[config.mk]
export PLATFORM = sky130hd
export DESIGN_NAME = hrkf_div
export DESIGN_NICKNAME = d
export VERILOG_FILES = /design/src/sv/hrkf_pkg.sv /design/src/sv/hrkf_div.sv
export SDC_FILE = /design/constraint.sdc
export NUM_CORES = 1
export LEC_CHECK = 0
export BUFFER_PORTS_ARGS = -buffer_cell sky130_fd_sc_hd__buf_4
export CAP_MARGIN = 10
export CORE_MARGIN = 3
export CORE_UTILIZATION = 40
export CTS_BUF_LIST = sky130_fd_sc_hd__clkbuf_4 sky130_fd_sc_hd__clkbuf_8
export CTS_CLUSTER_SIZE = 20
export DETAILED_ROUTE_END_ITERATION = 8
export GPL_TIMING_DRIVEN = 0
export HOLD_SLACK_MARGIN = 0.03
export SLEW_MARGIN = 5
export SYNTH_ARGS = -nofsm -noshare
export SYNTH_HDL_FRONTEND = slang
export SYNTH_SLANG_ARGS = --single-unit
export TNS_END_PERCENT = 50
[constraint.sdc]
create_clock -name clock -period 5.07 [get_ports clock]
set_input_delay 0.7605 -clock clock [delete_from_list [all_inputs] [get_ports clock]]
set_output_delay 0.7605 -clock clock [all_outputs]
set_load 0.05 [all_outputs]
[src/sv/hrkf_pkg.sv]
// Package for the heart rate Kalman filter: fixed-point widths, reset
// constants, the register indices, a saturation helper and the divider types. No dependencies.
package hrkf_pkg;

   localparam int FRAC_BITS = 16;
   localparam int DATA_W    = 32;
   localparam int DT_W      = 17;
   localparam int NOISE_W   = 23;
   localparam int CSR_IDX_W = 2;
   localparam int CSR_DAT_W = 23;

   localparam logic [CSR_IDX_W-1:0] CSR_TIME_STEP   = 2'd0;
   localparam logic [CSR_IDX_W-1:0] CSR_PROC_NOISE  = 2'd1;
   localparam logic [CSR_IDX_W-1:0] CSR_MEAS_NOISE  = 2'd2;

   localparam logic [DT_W-1:0]    RESET_DT = DT_W'((4 * (64'd1 << FRAC_BITS) + 50) / 100);
   localparam logic [NOISE_W-1:0] RESET_Q  = NOISE_W'(((64'd1 << FRAC_BITS) + 50) / 100);
   localparam logic [NOISE_W-1:0] RESET_R  = NOISE_W'(4 * (64'd1 << FRAC_BITS));

   localparam logic signed [DATA_W-1:0] RESET_RATE = DATA_W'(70 * (64'd1 << FRAC_BITS));
   localparam logic signed [DATA_W-1:0] RESET_P00  = DATA_W'(100 * (64'd1 << FRAC_BITS));
   localparam logic signed [DATA_W-1:0] RESET_P11  = DATA_W'(10 * (64'd1 << FRAC_BITS));

   localparam logic signed [DATA_W-1:0] FX_MAX = {1'b0, {(DATA_W-1){1'b1}}};
   localparam logic signed [DATA_W-1:0] FX_MIN = {1'b1, {(DATA_W-1){1'b0}}};

   // Saturate a 34-bit signed sum to 32 bits.
   function automatic logic signed [DATA_W-1:0] sat34(input logic signed [DATA_W+1:0] v);
      logic signed [DATA_W+1:0] hi;
      logic signed [DATA_W+1:0] lo;
      hi = (DATA_W+2)'(FX_MAX);
      lo = (DATA_W+2)'(FX_MIN);
      if (v > hi) return FX_MAX;
      if (v < lo) return FX_MIN;
      return v[DATA_W-1:0];
   endfunction

   // Divider request from the sequencer.
   typedef struct packed {
      logic                     start;
      logic signed [DATA_W-1:0] num;
      logic signed [DATA_W-1:0] den;
   } div_req_type;

   typedef struct packed {
      logic                     done;
      logic signed [DATA_W-1:0] quo;
   } div_rsp_type;

endpackage

[src/sv/hrkf_div.sv]
// Restoring radix-2 divider for the Kalman gain: (num << FRAC_BITS) / den,
// truncated toward zero and saturated. Depends on hrkf_pkg.
module hrkf_div (
   input  logic                 clock,
   input  logic                 reset,
   input  hrkf_pkg::div_req_type req,
   output hrkf_pkg::div_rsp_type rsp
);
   import hrkf_pkg::*;

   localparam int NUM_W = DATA_W + FRAC_BITS;
   localparam int CNT_W = $clog2(NUM_W + 1);

   logic                 busy_ff, busy_in;
   logic [CNT_W-1:0]     cnt_ff, cnt_in;
   logic [NUM_W-1:0]     quo_ff, quo_in;
   logic [NUM_W:0]       rem_ff, rem_in;
   logic [DATA_W-1:0]    den_ff, den_in;
   logic                 neg_ff, neg_in;
   logic                 zero_ff, zero_in;
   logic                 done_ff, done_in;

   logic [NUM_W:0]       trial;
   logic [NUM_W:0]       rshift;
   logic [NUM_W+1:0]     sq;
   logic [DATA_W-1:0]    anum;

   always_comb begin
      busy_in = busy_ff;
      cnt_in  = cnt_ff;
      quo_in  = quo_ff;
      rem_in  = rem_ff;
      den_in  = den_ff;
      neg_in  = neg_ff;
      zero_in = zero_ff;
      done_in = 1'b0;
      anum    = req.num[DATA_W-1] ? DATA_W'(-req.num) : req.num;
      rshift  = {rem_ff[NUM_W-1:0], quo_ff[NUM_W-1]};
      trial   = rshift - (NUM_W+1)'(den_ff);
      if (req.start) begin
         busy_in = 1'b1;
         cnt_in  = CNT_W'(NUM_W);
         quo_in  = {anum, {FRAC_BITS{1'b0}}};
         rem_in  = '0;
         den_in  = req.den[DATA_W-1] ? DATA_W'(-req.den) : req.den;
         neg_in  = req.num[DATA_W-1] ^ req.den[DATA_W-1];
         zero_in = (req.den == '0);
      end else if (busy_ff) begin
         if (!trial[NUM_W]) begin
            rem_in = trial;
            quo_in = {quo_ff[NUM_W-2:0], 1'b1};
         end else begin
            rem_in = rshift;
            quo_in = {quo_ff[NUM_W-2:0], 1'b0};
         end
         cnt_in = cnt_ff - 1'b1;
         if (cnt_ff == CNT_W'(1)) begin
            busy_in = 1'b0;
            done_in = 1'b1;
         end
      end
   end

   always_ff @(posedge clock) begin
      if (reset) begin
         busy_ff <= 1'b0;
         cnt_ff  <= '0;
         done_ff <= 1'b0;
      end else begin
         busy_ff <= busy_in;
         cnt_ff  <= cnt_in;
         done_ff <= done_in;
      end
      quo_ff  <= quo_in;
      rem_ff  <= rem_in;
      den_ff  <= den_in;
      neg_ff  <= neg_in;
      zero_ff <= zero_in;
   end

   always_comb begin
      sq = neg_ff ? -(NUM_W+2)'({1'b0, quo_ff}) : (NUM_W+2)'({1'b0, quo_ff});
      if (zero_ff) rsp.quo = '0;
      else if ($signed(sq) > $signed((NUM_W+2)'(FX_MAX))) rsp.quo = FX_MAX;
      else if ($signed(sq) < $signed(-(NUM_W+2)'(64'h80000000))) rsp.quo = FX_MIN;
      else rsp.quo = sq[DATA_W-1:0];
      rsp.done = done_ff;
   end
endmodule

==> results.md, run 1 <==
* Setup ws final at 179 ps
* Crit end category: output pin
* Initial DRC count at 746
* Setup Crit Path Kind: flop to output pin
* Synth warn at 0
* Reg clk slew, reported paths at 90 ps
* CTS Hold Bufs at 0
* Pre-CTS WS at approximately 240 ps
* Num CTS Buffers at 17
* #FFs+latches synth at 138
* Clock Skew at 20.3 ps
* Clock Tree Buf Depth at 2
* Final hold viol count at 0
* Post-synth cell types at 64
* Global-route usage over all layers at roughly 20%
* Crit path max fanout at 10
* Final std cells w/o fill at approximately 1.7k
* Setup-failing EPs final at 0
* Worst path required time at 4310 ps
* WL/cell at ~17 µm
* Synth-to-Final Area Change at 16.7%
* # diodes at 0
* Max Slew Vio Count at 0
* Initial antenna violation count at 0
* Dominant synthesized flop cell: dfxtp_1
* # DRC at 0
* Post-route antenna net violation count at 0
* Dpl cells at ~1.7k
* Status: completed
* RSZ-0062 raised after global routing: no
* Syn Nets at ~1.3k
* Rel. slew slack at 37.2%
* Largest net degree at the start of global routing at 36
* CP Launch Type: flop
* Total Neg Setup Slack at 0 ps
* Max Cap Viol at 0
* Leakage at 4.61 nW
* CP Data Arrival Time at 4130 ps
* Vias at 9559
* Global route total overflow at 0
* Tot Pwr at 3.80 mW
* CTS Sinks at ~140
* Core area at 25300 µm²
* Final net count at about 1.5k
* Starting Density at 40.8%
* Worst slew pin tran at 936 ps
* Placed wire-length estimate at 21500 µm
* Fill cell count at 2538
* Class of the worst hold path: flop to flop
* Share of layout cells above drive strength 1 at 12.5%
* Drt pass-1 iters at 5
* Port Buf Inserts at 98
* Period minus WS final at 4890 ps
* TritonCTS clock tree: built
* DIE HEIGHT at 167 µm
* Vias per cell at 5.61
* Synthesized area at 10300 µm²
* Max rail drop VDD at 0.000151 V
* Avg Cell Area, Syn at a little over 8 µm²
* Placer Congestion at 0.945
* I/O pin cnt at 100
* Peak Freq at 204 MHz
* Worst-Skew Late Latency at 480 ps
* H-tree depth at 4
* PD cells at 316 nW/µm²
* Width of the die at 167 µm
* Die area at 27700 µm²
* Post-synth ARST share at 0%
* Routed WL at 28600 µm
* Number of synthesized flops with an enable pin at 66
* Site Rows at a little under 60
* Sequential area share after synthesis at about a third
* Number of global-route vias before repair at 9036
* Final period utilization at roughly 96%
* Hold_ws at 486 ps
* First-pass GRT wire length at 47100 µm
* Root Buffer: clkbuf_8
* Synthesized netlist cell count at ~1.2k
[synth_stat cells (7+ instances only)]
master	number	area share, %
nand4_1	15	0.91
xor2_1	45	3.8
nor4_1	17	1.0
mux2i_1	19	1.8
a31oi_1	7	0.42
o31ai_1	32	2.3
dfxtp_1	72	14
nor2b_1	7	0.42
a22o_1	31	2.6
ha_1	37	4.5
o41ai_1	17	1.4
a21oi_1	45	2.2
inv_1	55	2.0
a211oi_1	20	1.5
or4_1	20	1.5
or3_1	29	1.8
clkbuf_1	67	2.4
nor2_1	111	4.0
nand2b_1	15	0.91
o21ai_1	24	1.2
o21bai_1	8	0.58
nand2_1	135	4.9
nand3_1	28	1.4
nor3_1	36	1.7
xnor2_1	100	8.5
edfxtp_1	66	19
a311oi_1	31	2.6
o21ai_0	70	3.4
[final timing paths]
path / startpoint / endpoint / slack (ps) / cells after the start
worst max-delay path: quo_ff[34] / rsp[0] / 180 / 11
worst min-delay path: rem_ff[27] / rem_ff[28] / 490 / 2
worst max register to register: quo_ff[47] / rem_ff[25] / 700 / 13
worst min register to register: rem_ff[27] / rem_ff[28] / 490 / 2
[area by class of cell]
cell class                 instances  area, µm²  area share, %
inverter                          55        206           1.72
clock buffer                      19        255           2.12
multi-input combinational        970       6420           53.3
clock inverter                    13        211           1.76
buffer                            77        332           2.76
tap                              330        413           3.43
timing repair buffer             103        773           6.43
sequential                       138       3420           28.5
[stage by stage]
step / util (%) / cell area [µm²]
global placement: 45.4 / 11500
CTS: 47.4 / 12000
floorplan: - / 10300
global route: 47.6 / 12000
detailed placement: 45.4 / 11500
finish: 47.6 / 12000
[kinds of logic (layout without fill, tap and decap cells)]
kind of cell	Yosys count	in the layout	share of synthesized area, %
buffers and inverters	133	267	5.23
flip-flops	138	138	33.2
adder cells (fa/ha/maj)	38	38	4.69
multiplexers	20	20	1.95
AND/OR/NAND/NOR	446	446	21.1
XOR/XNOR	145	145	12.3
AO/OA/AOI/OAI	321	321	21.5
[power by group]
part | internal [mW] | switching (mW)
clock network | 0.610 | 0.476
logic | 0.509 | 0.818
registers | 1.29 | 0.101
[worst max-delay path: stages (launching register included)]
cell	delay, ps
edfxtp_1	490
or4_1	590
or4_4	530
or2_2	340
or3_1	360
o21ai_0	170
a22oi_1	90
o22ai_1	190
a31oi_2	180
clkbuf_2	240
o21ai_1	240
buf_4	240
[what timing repair did]
action	in CTS	in global routing
buffers inserted	2	3
cloned	0	0
resized for setup	6	11
setup endpoints to repair	30	31
pin swaps	1	2
hold endpoints to repair	0	0
[per-layer routing]
metal	up-vias	routed length (µm)	global-route usage (%)	part of all wire, %
li1	4778	-	-	-
met1	4538	14100	29.6	49
met2	219	12800	31.7	45
met3	24	1320	3.13	4.6
met4	0	332	5.13	1.2
met5	-	0	0	0
[state kept, by name, indices dropped and copies added, names as in the netlist]
| name | flops |
|---|---|
| quo_ff | 48 |
| rem_ff | 48 |
| den_ff | 32 |
| cnt_ff | 6 |
| busy_ff | 1 |
| done_ff | 1 |
| neg_ff | 1 |
| zero_ff | 1 |
[placed cells by master (no fill, tap or decap), drive strengths merged, types with 4 or more instances in the layout]
cell	n
dfxtp	72
ha	37
a21o	6
nand3	28
a22o	31
and2	6
buf	113
a211oi	20
or3	29
o21bai	8
bufinv	5
nand2	135
o211ai	6
o31ai	33
o21a	5
nand4b	4
or2	6
nor3	37
o21ai	94
nor2b	7
inv	60
nor3b	5
o41ai	18
a31oi	7
nor2	111
nand2b	15
edfxtp	66
clkbuf	86
a2111oi	4
or4	20
nand4	16
xor2	45
xnor2	100
a21oi	45
mux2i	19
a311oi	31
nor4	18
Note: power is estimated with default switching activity, not from simulation.
==> run 2: changes to the inputs <==
Settings changed: CORE_UTILIZATION 40 to 45.
==> run 2 against run 1 <==
Against the previous run: register-to-register slack got worse by 180 ps; clock-buffer cell count up 2; clock power shrank 11%; combinational power barely moved; first-iteration DRC count is 11% lower; sequential power about the same; maximum frequency is 1.5% higher; final cell count is 2.6% lower; highest routed layer unchanged.
==> results.md, run 2 (synthesis results as in run 1) <==
* Placer Congestion at 0.908 (was 0.945)
* CP Data Arrival Time at 4060 ps (was 4130 ps)
* Peak Freq at 208 MHz (was 204 MHz)
* CTS Hold Bufs at 0 (unchanged)
* R2r setup slk at 520 ps (was 700 ps)
* H-tree depth at 4 (unchanged)
* RSZ-0062 raised after global routing: no (unchanged)
* Clock Skew at 15.2 ps (was 20.3 ps)
* Global-route usage over all layers at 23.0% (was 20.3%)
* Max Slew Vio Count at 0 (unchanged)
* Starting Density at 46.5% (was 40.8%)
* Placed wire-length estimate at 21600 µm (was 21500 µm)
* Status: completed (unchanged)
* Largest net degree at the start of global routing at 36 (unchanged)
* Vias per cell at 5.73 (was 5.61)
* Synth-to-Final Area Change at 16.1% (was 16.7%)
* TritonCTS clock tree: built (unchanged)
* Dpl cell area at 11400 µm² (was 11500 µm²)
* CTS Sinks at 138 (unchanged)
* Setup-failing EPs final at 0 (unchanged)
* First-pass GRT wire length at 46400 µm (was 47100 µm)
* CP top delay family: simple AND/OR/NAND/NOR gates (unchanged)
* Routed WL at 28600 µm (about the same)
* Initial DRC count at 667 (was 746)
* Setup Crit Path Kind: flop to output pin (unchanged)
* Vias at 9512 (was 9559)
* Clock Tree Buf Depth at 2 (unchanged)
* Class of the worst hold path: flop to flop (unchanged)
* Post-route antenna net violation count at 0 (unchanged)
* Hold wc startpoint: rem_ff[16] (was rem_ff[27])
* Max stage delay cell, worst path: or4_1 (unchanged)
* Worst path bufs/invs at 2 (unchanged)
* Max Cap Viol at 0 (unchanged)
* CP Launch Type: flop (unchanged)
* Total Neg Setup Slack at 0 ps (unchanged)
* PD cells at 309 nW/µm² (was 316 nW/µm²)
* Core area at 22200 µm² (was 25300 µm²)
* Root Buffer: clkbuf_8 (unchanged)
* Width of the die at 157 µm (was 167 µm)
* CP cell instances: or4_1, or4_4, or2_2, o21ai_0, xnor2_1, nand4b_1, nor4_2, a31oi_2, clkbuf_1, o21ai_1, buf_4 (was or4_1, or4_4, or2_2, or3_1, o21ai_0, a22oi_1, o22ai_1, a31oi_2, clkbuf_2, o21ai_1, buf_4)
* I/O pin cnt at 100 (unchanged)
* Site Rows at 54 (was 58)
* Leakage at 4.60 nW (was 4.61 nW)
* # DRC at 0 (unchanged)
* Crit end category: output pin (unchanged)
* Worst path required time at 4310 ps (about the same)
* Drt pass-1 iters at 5 (unchanged)
* Period minus WS final at 4820 ps (was 4890 ps)
* Share of layout cells above drive strength 1 at 12.9% (was 12.5%)
* Final hold viol count at 0 (unchanged)
* Slowest stage delay, CP at 620 ps (was 590 ps)
* Final net count at 1472 (was 1467)
* Die area at 24800 µm² (was 27700 µm²)
* Biggest regs: quo_ff: 48 flops, rem_ff: 48 flops, den_ff: 32 flops (unchanged)
* Design Area, Final at 12000 µm² (about the same)
* Critical path origin: quo_ff[36] (was quo_ff[34])
* Max rail drop VDD at 0.000151 V (about the same)
* Num CTS Buffers at 17 (unchanged)
* Reg clk slew, reported paths at 80 ps (was 90 ps)
* Port Buf Inserts at 98 (unchanged)
* DIE HEIGHT at 157 µm (was 167 µm)
* Worst-Skew Late Latency at 460 ps (was 480 ps)
* Initial antenna violation count at 0 (unchanged)
* Leading cell type in the layout, fill and taps excluded: nand2_1 (unchanged)
* Number of global-route vias before repair at 8974 (was 9036)
* Worst slew pin tran at 1020 ps (was 936 ps)
* Reg-to-reg startpoint: quo_ff[47] (unchanged)
* Global route total overflow at 0 (unchanged)
* # diodes at 0 (unchanged)
* Crit path max fanout at 10 (unchanged)
* Final period utilization at 95.0% (was 96.5%)
* Most frequent cells in the layout: nand2_1 (135), nor2_1 (111), buf_4 (110), xnor2_1 (100), dfxtp_1 (72) (was nand2_1 (135), nor2_1 (111), buf_4 (105), xnor2_1 (100), dfxtp_1 (72))
* Rel. slew slack at 31.6% (was 37.2%)
* WL/cell at 17.2 µm (was 16.8 µm)
==> run 2: changes by cell type in the layout (fill, tap and decap cells not counted), sizes merged <==
cell      change
buf           +5
inv           -4
clkinvlp      +3
bufinv        -2
clkbuf        +2
clkinv        +1
==> run 2: power by group <==
group          total, mW  switching [mW]  internal [mW]
registers           1.39           0.102           1.29
clock network      0.972           0.464          0.508
logic               1.33           0.818          0.513
total               3.69            1.38           2.31
==> run 2: per-layer routing <==
metal  track usage, %  vias to the layer above  wire length [µm]
li1                 -                     4784                 -
met1             32.3                     4461             13700
met2             38.5                      244             13400
met3             2.67                       23              1160
met4             4.50                        0               279
met5                0                        -                 0
==> run 2: path summary, 6_finish.rpt <==
| kind | cells past startpoint | end |
|---|---|---|
| setup / recovery | 11 | rsp[12] |
| hold / removal | 2 | rem_ff[17] |
| setup reg to reg | 13 | rem_ff[28] |
| hold reg to reg | 2 | rem_ff[17] |
==> run 2: final cells by class <==
cell class	instances	area, µm²
multi-input combinational	970	6430
sequential	138	3420
fill	2082	10200
buffer	77	332
clock inverter	11	148
timing repair buffer	108	811
inverter	55	206
clock buffer	21	264
tap	280	350
==> run 2: metrics by stage <==
step / power, mW / util (%) / cells / hold WS, ps / worst slack [ps]
floorplan: 2.34 / - / 1241 / 464 / 293
global placement: 2.70 / 51.4 / 1619 / 489 / 420
detailed placement: 2.71 / 51.4 / 1619 / 491 / 382
CTS: 3.68 / 53.4 / 1652 / 502 / 11.9
global route: 3.91 / 54.0 / 1660 / 496 / 2.73
finish: 3.69 / 54.0 / 1660 / 500 / 251
==> run 2: worst register-to-register path: cells and delay by family (launching register included) <==
kind	cells	cell delay, ps
compound gates	4	1420
xor+xnor	1	230
fa+ha+maj	2	620
buf+inv	3	1250
flops	1	420
simple gates	3	530
==> run 2: what timing repair did <==
action                     4_1_cts  5_1_grt
setup endpoints to repair       30       31
pin swaps                        1        3
resized for setup                5       16
buffers inserted                 1        9
